**src/sv/badc_pkg.sv**
```systemverilog
// Shared types, codes and the micro-program of the bead geometry classifier.
`default_nettype none
package badc_pkg;

  localparam int BEAD_DEPTH = 4096;
  localparam int BEAD_AW    = $clog2(BEAD_DEPTH);
  localparam int IDX_W      = 12;
  localparam int POS_W      = 32;
  localparam int CUT_W      = 31;
  localparam int COS_W      = 32;
  localparam int COMP_W     = 34;
  localparam int PROD_W     = 2 * COMP_W;
  localparam int FQ_DEPTH   = 2;
  localparam int NORM_MAX   = 32767;

  typedef logic [1:0] op_t;
  localparam op_t OP_STORE = 2'd0;
  localparam op_t OP_BOND  = 2'd1;
  localparam op_t OP_ANGLE = 2'd2;
  localparam op_t OP_DIHED = 2'd3;

  typedef logic [2:0] class_t;
  localparam class_t CL_SHORT     = 3'd0;
  localparam class_t CL_LONG      = 3'd1;
  localparam class_t CL_HELIX     = 3'd2;
  localparam class_t CL_COIL      = 3'd3;
  localparam class_t CL_EXTENDED  = 3'd4;
  localparam class_t CL_DIH_HELIX = 3'd5;
  localparam class_t CL_DIH_EXT   = 3'd6;
  localparam class_t CL_STORED    = 3'd7;

  typedef logic [1:0] cfg_idx_t;
  localparam cfg_idx_t CFG_BOND_CUT    = 2'd0;
  localparam cfg_idx_t CFG_ANGLE_HELIX = 2'd1;
  localparam cfg_idx_t CFG_ANGLE_COIL  = 2'd2;
  localparam cfg_idx_t CFG_DIHED_HELIX = 2'd3;

  localparam logic [CUT_W-1:0] RST_BOND_CUT    = 31'd209715;
  localparam logic [COS_W-1:0] RST_ANGLE_HELIX = 32'hE55DD9D0;
  localparam logic [COS_W-1:0] RST_ANGLE_COIL  = 32'hD55BBBE9;
  localparam logic [COS_W-1:0] RST_DIHED_HELIX = 32'hE55DD9D0;

  typedef logic signed [COMP_W-1:0] comp_t;
  typedef logic [2:0][COMP_W-1:0] vec_t;
  localparam comp_t ONE_Q30 = 34'sd1073741824;

  typedef struct packed {
    op_t              op;
    logic [IDX_W-1:0] a;
    logic [IDX_W-1:0] b;
    logic [IDX_W-1:0] c;
    logic [IDX_W-1:0] d;
    logic [POS_W-1:0] px;
    logic [POS_W-1:0] py;
    logic [POS_W-1:0] pz;
    logic [2:0]       nrd;
  } item_t;

  typedef enum logic [2:0] {
    BS_IDLE, BS_READ, BS_DIFF, BS_EXEC, BS_SQRT, BS_DONE
  } back_state_t;

  typedef enum logic [3:0] {
    UK_BOND_CHK, UK_BOND_CMP, UK_AZERO, UK_DZERO, UK_SIGN,
    UK_NORM, UK_DOT, UK_CROSS, UK_ROOT, UK_THR
  } uop_kind_t;

  typedef enum logic [2:0] {VI_U, VI_V, VI_W, VI_P, VI_Q} vec_id_t;
  typedef enum logic [1:0] {DD_ACC, DD_XX, DD_YY, DD_XY} dot_dst_t;
  typedef enum logic [1:0] {TS_ANGLE_HELIX, TS_ANGLE_COIL, TS_DIHED_HELIX} thr_sel_t;

  typedef struct packed {
    uop_kind_t kind;
    vec_id_t   x;
    vec_id_t   y;
    vec_id_t   vd;
    dot_dst_t  dd;
    thr_sel_t  ts;
    class_t    hit;
    class_t    miss;
    logic      cont;
  } uop_t;

  function automatic comp_t psub(logic [POS_W-1:0] a, logic [POS_W-1:0] b);
    return $signed({{2{a[POS_W-1]}}, a}) - $signed({{2{b[POS_W-1]}}, b});
  endfunction

  function automatic vec_t vdiff(logic [3*POS_W-1:0] a, logic [3*POS_W-1:0] b);
    vec_t v;
    v[0] = psub(a[POS_W-1:0], b[POS_W-1:0]);
    v[1] = psub(a[2*POS_W-1:POS_W], b[2*POS_W-1:POS_W]);
    v[2] = psub(a[3*POS_W-1:2*POS_W], b[3*POS_W-1:2*POS_W]);
    return v;
  endfunction

  function automatic comp_t cpick(vec_t v, logic [1:0] i);
    comp_t r;
    r = '0;
    if (i != 2'd3) r = $signed(v[i]);
    return r;
  endfunction

  function automatic logic [COMP_W-1:0] cmag(comp_t c);
    return c[COMP_W-1] ? -c : c;
  endfunction

  // The step list of each classify operation; each step is one micro-op.
  function automatic uop_t badc_prog(op_t op, logic [3:0] stp);
    uop_t u;
    u.kind = UK_THR;
    u.x    = VI_U;
    u.y    = VI_U;
    u.vd   = VI_U;
    u.dd   = DD_ACC;
    u.ts   = TS_ANGLE_HELIX;
    u.hit  = CL_LONG;
    u.miss = CL_LONG;
    u.cont = 1'b0;
    case (op)
      OP_BOND: begin
        case (stp)
          4'd0:    u.kind = UK_BOND_CHK;
          4'd1:    u.kind = UK_DOT;
          default: u.kind = UK_BOND_CMP;
        endcase
      end
      OP_ANGLE: begin
        case (stp)
          4'd0: u.kind = UK_AZERO;
          4'd1: begin u.kind = UK_NORM; u.x = VI_U; end
          4'd2: begin u.kind = UK_NORM; u.x = VI_V; end
          4'd3: begin u.kind = UK_DOT; u.x = VI_U; u.y = VI_U; u.dd = DD_XX; end
          4'd4: begin u.kind = UK_DOT; u.x = VI_V; u.y = VI_V; u.dd = DD_YY; end
          4'd5: begin u.kind = UK_DOT; u.x = VI_U; u.y = VI_V; u.dd = DD_XY; end
          4'd6: u.kind = UK_ROOT;
          4'd7: begin
            u.ts = TS_ANGLE_HELIX; u.hit = CL_HELIX; u.cont = 1'b1;
          end
          default: begin
            u.ts = TS_ANGLE_COIL; u.hit = CL_COIL; u.miss = CL_EXTENDED;
          end
        endcase
      end
      default: begin
        case (stp)
          4'd0:  begin u.kind = UK_NORM; u.x = VI_U; end
          4'd1:  begin u.kind = UK_NORM; u.x = VI_V; end
          4'd2:  begin u.kind = UK_NORM; u.x = VI_W; end
          4'd3:  begin u.kind = UK_CROSS; u.x = VI_U; u.y = VI_V; u.vd = VI_P; end
          4'd4:  begin u.kind = UK_CROSS; u.x = VI_W; u.y = VI_V; u.vd = VI_Q; end
          4'd5:  u.kind = UK_DZERO;
          4'd6:  begin u.kind = UK_DOT; u.x = VI_P; u.y = VI_W; end
          4'd7:  u.kind = UK_SIGN;
          4'd8:  begin u.kind = UK_NORM; u.x = VI_P; end
          4'd9:  begin u.kind = UK_NORM; u.x = VI_Q; end
          4'd10: begin u.kind = UK_DOT; u.x = VI_P; u.y = VI_P; u.dd = DD_XX; end
          4'd11: begin u.kind = UK_DOT; u.x = VI_Q; u.y = VI_Q; u.dd = DD_YY; end
          4'd12: begin u.kind = UK_DOT; u.x = VI_P; u.y = VI_Q; u.dd = DD_XY; end
          4'd13: u.kind = UK_ROOT;
          default: begin
            u.ts = TS_DIHED_HELIX; u.hit = CL_DIH_HELIX; u.miss = CL_DIH_EXT;
          end
        endcase
      end
    endcase
    return u;
  endfunction

endpackage
`default_nettype wire

```
**src/sv/badc_front.sv**
```systemverilog
// Front end: a two-word input queue that also decodes how many beads an item reads.
`default_nettype none
module badc_front (
  input  logic                     clk,
  input  logic                     rst,
  input  logic                     push,
  output logic                     full,
  input  logic [1:0]               operation,
  input  logic [11:0]              bead_a,
  input  logic [11:0]              bead_b,
  input  logic [11:0]              bead_c,
  input  logic [11:0]              bead_d,
  input  logic signed [31:0]       pos_x,
  input  logic signed [31:0]       pos_y,
  input  logic signed [31:0]       pos_z,
  output logic                     item_valid,
  output badc_pkg::item_t          item,
  input  logic                     item_take
);
  import badc_pkg::*;

  item_t      slot [FQ_DEPTH];
  item_t      incoming;
  logic       wp;
  logic       rp;
  logic [1:0] cnt;
  logic       do_push;

  always_comb begin
    incoming.op = operation;
    incoming.a  = bead_a;
    incoming.b  = bead_b;
    incoming.c  = bead_c;
    incoming.d  = bead_d;
    incoming.px = pos_x;
    incoming.py = pos_y;
    incoming.pz = pos_z;
    unique case (operation)
      OP_STORE: incoming.nrd = 3'd0;
      OP_BOND:  incoming.nrd = 3'd2;
      OP_ANGLE: incoming.nrd = 3'd3;
      default:  incoming.nrd = 3'd4;
    endcase
  end

  assign full       = (cnt == FQ_DEPTH[1:0]);
  assign do_push    = push && !full;
  assign item_valid = (cnt != 2'd0);
  assign item       = slot[rp];

  always_ff @(posedge clk) begin
    if (rst) begin
      wp  <= 1'b0;
      rp  <= 1'b0;
      cnt <= '0;
    end else begin
      if (do_push) wp <= ~wp;
      if (item_take) rp <= ~rp;
      cnt <= cnt + {1'b0, do_push} - {1'b0, item_take};
    end
  end

  always_ff @(posedge clk) begin
    if (do_push) slot[wp] <= incoming;
  end
endmodule
`default_nettype wire

```
**config.mk**
```make
export PLATFORM = sky130hd
export DESIGN_NAME = badc_front
export DESIGN_NICKNAME = d
export VERILOG_FILES = /design/src/sv/badc_pkg.sv /design/src/sv/badc_front.sv
export SDC_FILE = /design/constraint.sdc
export NUM_CORES = 1
export LEC_CHECK = 0
export BUFFER_PORTS_ARGS = -buffer_cell sky130_fd_sc_hd__buf_2
export CAP_MARGIN = 30
export CORE_ASPECT_RATIO = 1.25
export CORE_UTILIZATION = 24
export DETAILED_ROUTE_END_ITERATION = 6
export GPL_TIMING_DRIVEN = 0
export PLACE_DENSITY_LB_ADDON = 0.2
export REMOVE_ABC_BUFFERS = 1
export SLEW_MARGIN = 40
export SYNTH_ARGS = -nofsm -noshare
export SYNTH_HDL_FRONTEND = slang
export SYNTH_SLANG_ARGS = --single-unit
```
**constraint.sdc**
```tcl
create_clock -name clk -period 10.1 [get_ports clk]
set_clock_uncertainty 0.15 [all_clocks]
set_input_delay 1.01 -clock clk [delete_from_list [all_inputs] [get_ports clk]]
set_output_delay 1.01 -clock clk [all_outputs]
set_load 0.01 [all_outputs]
```
Word level (Yosys, flattened, before mapping). Memories as Yosys holds them, arrays and structs flattened. A register that Yosys moved wholly into a read port is not among the register bits. Cells that the tools add are included.

Multiplexer cells: 5. Add/subtract/negate cells: 2. Reductions and logical operators: 4. Equal/unequal tests: 3. Bitwise operators: 2.

Operator list (count): $pmux W3 S3 (1); $eq A2 B2 Y1 const B (2); $mux W1 (4); $add A2 B1 Y2 (1); $eq A2 B1 Y1 const B (1); $logic_not A2 Y1 (1); $not A1 Y1 (2); $reduce_bool A2 Y1 (1); $sub A2 B1 Y2 (1); $logic_and A1 B1 Y1 (1); $logic_not A1 Y1 (1).

Register bits after elaboration: 4. Memory bits (writable): 298. Bits of input ports: 150. Memories kept: 1. Word-level logic and storage cells: 20. Output and inout port bits: 151.

Memory list: slot (words 2, bits a word 149, rd ports 1, clocked after Yosys merged registers in 1, write ports 1, RTL line badc_front.sv:22) `item_t slot [FQ_DEPTH];`.

Longest topological paths before layout. Gate-level depths: netlist of the first run.

Word-level depth: 5. Depth in mapped cells: 8. Depth with buffers taken out: 8.

Worst setup path after synthesis of the first run. OpenSTA, ideal clock, no wires.

Path type: input to register. Start point: in push. End point: mem slot[1][0] in the netlist's numbering (enable). Stages: 1. Required time: 9.423 ns. Path buffers: 0. Library setup time: 0.527 ns. Data arrival time: 4.480 ns. Setup slack: 4.943 ns. Path through: and3_1.

Cells in the longest elaborated chain, start to end: 3.

RTL lines: start, declared (RTL line badc_front.sv:6) `input logic push,`; $logic_and A1 B1 Y1 (RTL line badc_front.sv:47) `assign do_push = push && !full;`; $mux W1 (RTL line badc_front.sv:64) `if (do_push) slot[wp] <= incoming;`; $mux W1 (not written as such) (RTL line badc_front.sv:64); end, declared (RTL line badc_front.sv:22).

Every way passes these cells.

==> results of run 1 <==
==> synthesized netlist by cell type <==
master    count  area [um^2]
or3_1         1         6.26
a21oi_1       1         5.00
xnor2_1       1         8.76
dfxtp_1       5          100
mux2_4      100         1500
o21ai_0       1         5.00
and2_1        1         6.26
nand2b_1      1         6.26
or2_2         1         6.26
edfxtp_1    298         8950
buf_2         3         15.0
inv_1         6         22.5
nor3_1        1         5.00
nor2b_1       1         6.26
ha_1          4         50.1
xor2_1        1         8.76
mux2_2       49          552
nor2_1        3         11.3
nand2_1       1         3.75
buf_6        14          158
and3_1        1         6.26
==> kinds of logic after synthesis <==
family                     after synthesis  synth area share [%]
and+or+nand+nor                         11                 0.504
adders and majority gates                4                 0.438
AOI/OAI and AO/OA                        2                0.0875
buffers and inverters                   23                  1.71
muxes                                  149                  18.0
DFF                                    303                  79.2
xor gates and xnor gates                 2                 0.153
==> power by group through the flow <==
stage | combinational, mW | sequential [mW] | clock [mW]
floorplan | 0.270 | 1.61 | 0
detailed placement | 0.471 | 1.58 | 0
finish | 0.456 | 1.55 | 1.23
global placement | 0.467 | 1.64 | 0
CTS | 0.473 | 1.55 | 1.28
global route | 0.496 | 1.56 | 1.33
==> stage by stage <==
stage          area [um^2]  utilization [%]  instances  setup slack, ns
2_1_floorplan        11300                -        477             3.30
3_3_place_gp         13600             28.8       1414            0.164
3_5_place_dp         13800             29.4       1426             7.08
4_1_cts              14900             31.7       1486             6.72
5_1_grt              14900             31.7       1486             6.69
6_report             14900             31.7       1486             6.82
==> layout make-up <==
cell class	instances	area, um^2	area share (%)
clock buffer	46	960	6.42
clock inverter	14	150	1.01
inverter	6	30.0	0.201
multi-input combinational	168	2190	14.7
sequential	303	9050	60.6
tap	637	797	5.34
timing repair buffer	312	1760	11.8
==> layer usage <==
layer	global-route usage (%)	up-vias	routed length [um]
met3	4.22	48	2080
met1	10.8	2821	9340
met2	16.2	186	12000
met5	0	-	0
met4	3.78	0	625
li1	-	2620	-
==> worst max path at each step <==
stage                          from     endpoint
after detailed placement       push  slot[1][76]
after global routing      flip-flop    item[142]
after global placement    flip-flop     item[22]
after floorplan           flip-flop      item[0]
after CTS                 flip-flop     item[29]
final                     flip-flop    item[142]
==> state kept, by name, summed over array words and instances, names as in the netlist, named ones only <==
signal and flops:
wp 1, slot 298, rp 1, cnt 2
==> critical path: stages (launching register included) <==
cell and delay [ns]:
dfxtp_4 0.57, buf_12 0.24, buf_12 0.23, mux2_2 0.36, buf_2 0.14
==> flow_summary.toml, run 1 <==
[yosys]
yosysUniqueCellTypes = 21
seq_area_frac_synth_pct = 79.2
mappedNetlistArea_mm2 = 0.0114
avgSynthCellArea_um2 = 23.1
ys_ff_latch = 303
syn_inst = 494
yosysWarnings = 0

[critical_path]
start_kind = "flip-flop"
path_max_fanout = 25
crit_path_end_kind = "primary output"
r2r-end = "slot[1][99]"
crit-reg2reg-launch = "cnt[0]"
ff2ff_setup_slack_ns = 7.79
worstPathRequired_ns = 8.94
crit_arrival_ns = 2.12
critical_path_class = "flip-flop to primary output"
worstRegToRegCells = 5

[clock_tree]
clockBufferDepth = 3
clock-sinks = 303
clk_latency_ns = 0.52
cts_buffers = 35
post_cts_buffers = 0
cts_tree = "built"
clk_pin_slew_ns = 0.06
htree_levels = 2
cts_resized = 0
holdBufCountCts = 0
cts-root-buf = "clkbuf_16"

[cells_and_area]
fillers = 4687
drive_gt1_share_pct = 60.3
nets = 980
area_growth_pct = 30.7
antenna_cells = 0
layout_commonest_cell = "buf_2"
final_cell_mix = "300 x buf_2, 298 x edfxtp_1, 100 x mux2_4, 49 x mux2_2, 37 x clkbuf_16"

[run_status]
status = "completed"

[pwr]
switchingPower_mw = 0.747
p_leak_nw = 5.69
intPower_mw = 2.49
p_comb_share_pct = 14.1
p_total_mw = 3.23
p_sw_share_pct = 23.1
ir_worst_vdd_mv = 0.155
cellPowerDensity_mw_per_mm2 = 216
p_clk_share_pct = 38.0
pwr-share-seq_pct = 47.9

[run]
cap_violations = 0

[die]
die_area_mm2 = 0.0485
start_util_pct = 24.3
core.rowCount = 89
coreArea_mm2 = 0.0471
die_w_um = 197
die_h_um = 246
io_pins = 301

[place]
dp_hpwl_um = 15800
portBuffers = 300
gp_congestion = 0.667

[routing]
drt_iter0_drc = 175
post_drt_via_cell_ratio = 3.82
via_count = 5675
routedWlPerCell_um = 16.1
antenna_left = 0
wl_um = 24000
dr.pass1.iters = 4
remaining_drc_errors = 0

[grt]
grt_overflow = 0
grt_pass1_wl_um = 34900
grt.total_usage_pct = 9.68
grt_pass1_vias = 5878
grt_antenna_before_repair = 0
grt_max_degree = 58

[sta]
rsz0062_at_grt = "false"
drv_slew = 0
finalHoldViolCount = 0
tns_ns = 0
clock.fmax_mhz = 305
relSlewSlack_pct = 65.8
worstMarginPinSlew_ns = 0.513
period_minus_slack_ns = 3.28
whs_ns = 0.359
fin_crit_sh_pct = 32.4
finalSetupViolations = 0

[worst_hold_path]
whs_endpoint = "wp"
min_path_type = "flip-flop to flip-flop"
hold_path_depth = 2
worstHoldStart = "wp"
Note: power is estimated with default switching activity, not from simulation.
==> inputs of run 2 (changes only) <==
==> constraint.sdc (replaced) <==
create_clock -name clk -period 2.87 [get_ports clk]
set_clock_uncertainty 0.15 [all_clocks]
set_input_delay 0.287 -clock clk [delete_from_list [all_inputs] [get_ports clk]]
set_output_delay 0.287 -clock clk [all_outputs]
set_load 0.01 [all_outputs]
==> flow_summary.toml, run 2 (synthesis gave the netlist of run 1 again) <==
[sta]
tns_ns = 0
finalHoldViolCount = 0
postLayoutSetupSlackWorst_ns = 0.316
worstMarginPinSlew_ns = 0.512
period_minus_slack_ns = 2.55
whs_ns = 0.329
rsz0062_at_grt = "false"
clock.fmax_mhz = 392
relSlewSlack_pct = 65.9
fin_crit_sh_pct = 89.0
drv_slew = 0
finalSetupViolations = 0

[clock_tree]
clockBufferDepth = 3
clk_pin_slew_ns = 0.06
cts_tree = "built"
cts_resized = 0
cts-root-buf = "clkbuf_16"
htree_levels = 2
clk_latency_ns = 0.53
cts_buffers = 35
clock-sinks = 303

[cells_and_area]
top_register = "slot"
drive_gt1_share_pct = 51.3
layout_commonest_cell = "buf_2"
top_regs = "slot (298), cnt (2)"
regArea_mm2 = 0.00905
final_cells = 1637
fillers = 4623
nets = 1130
final_cell_mix = "300 x buf_2, 298 x edfxtp_1, 150 x dlygate4sd3_1, 100 x mux2_4, 49 x mux2_2"
area_growth_pct = 43.8
largest_register_ffs = 298
multi_input_area_mm2 = 0.00219

[critical_path]
crit_arrival_ns = 2.12
worstPathRequired_ns = 2.43
crit_path_end_kind = "primary output"
path_max_fanout = 25
critical_path_class = "flip-flop to primary output"
start_kind = "flip-flop"

[pwr]
ir_worst_vdd_mv = 0.554
p_leak_nw = 6.32
cellPowerDensity_mw_per_mm2 = 702

[place]
portBuffers = 300
dp_hpwl_um = 15800
dp_slack_ns = 0.482
gp_congestion = 0.667
dp.cells = 1426

[routing]
antenna_left = 0
remaining_drc_errors = 0
routedWlPerCell_um = 15.1
post_drt_via_cell_ratio = 3.80
drt_iter0_drc = 172
dr.pass1.iters = 4
wl_um = 24700
via_count = 6223

[die]
start_util_pct = 24.3
core.rowCount = 89
coreArea_mm2 = 0.0471
io_pins = 301
die_w_um = 197
die_area_mm2 = 0.0485
die_h_um = 246

[grt]
grt_pass1_wl_um = 36700
grt.total_usage_pct = 10.0
grt_max_degree = 58
grt_overflow = 0
grt_pass1_vias = 6690
grt_antenna_before_repair = 1

[run_status]
status = "completed"

[run]
cap_violations = 0

[worst_hold_path]
min_path_type = "primary input to flip-flop"
-- run 2: what timing repair did --
action	4_1_cts	5_1_grt
setup buffers	0	0
hold buffers	150	0
hold endpoints to repair	301	0
-- run 2: power by group --
group	switching, mW	total [mW]	leakage (nW)	internal [mW]
registers	0.100	5.45	2.82	5.35
clock network	1.70	4.32	0.539	2.62
logic	0.865	1.77	2.96	0.910
-- run 2: stage by stage --
stage,total power [mW],util (%),instance area [um^2]
final,11.6,34.9,16400
after global routing,12.1,34.9,16400
after floorplan,6.60,-,11300
after detailed placement,7.21,29.4,13800
after CTS,11.8,34.9,16400
after global placement,7.41,28.8,13600
-- run 2: layer usage --
| metal | vias up | track usage (%) | part of all wire (%) |
|---|---|---|---|
| met5 | - | 0 | 0 |
| li1 | 2924 | - | - |
| met3 | 48 | 3.86 | 7.6 |
| met2 | 180 | 17.7 | 51 |
| met4 | 0 | 3.78 | 2.5 |
| met1 | 3071 | 10.8 | 39 |
-- run 2: layout make-up --
class / instances / share of cell area [%]
clock inverter: 14 / 0.913
inverter: 6 / 0.183
timing repair buffer: 462 / 19.8
multi-input combinational: 168 / 13.3
antenna: 1 / 0.0152
tap: 637 / 4.85
clock buffer: 46 / 5.84
sequential: 303 / 55.1
-- run 2: critical path, cell delays in order, from the launching register on --
cell	delay, ns
dfxtp_4	0.57
buf_12	0.24
buf_12	0.24
mux2_2	0.36
buf_2	0.14
-- run 2: worst paths after layout --
kind | start | end | slack (ns) | cells after the start
max | flip-flop | item[142] | 0.32 | 4
min | pos_y[7] | slot[0][42] | 0.33 | 2
max reg2reg | cnt[0] | slot[1][99] | 0.56 | 5
min reg2reg | wp | wp | 0.36 | 2
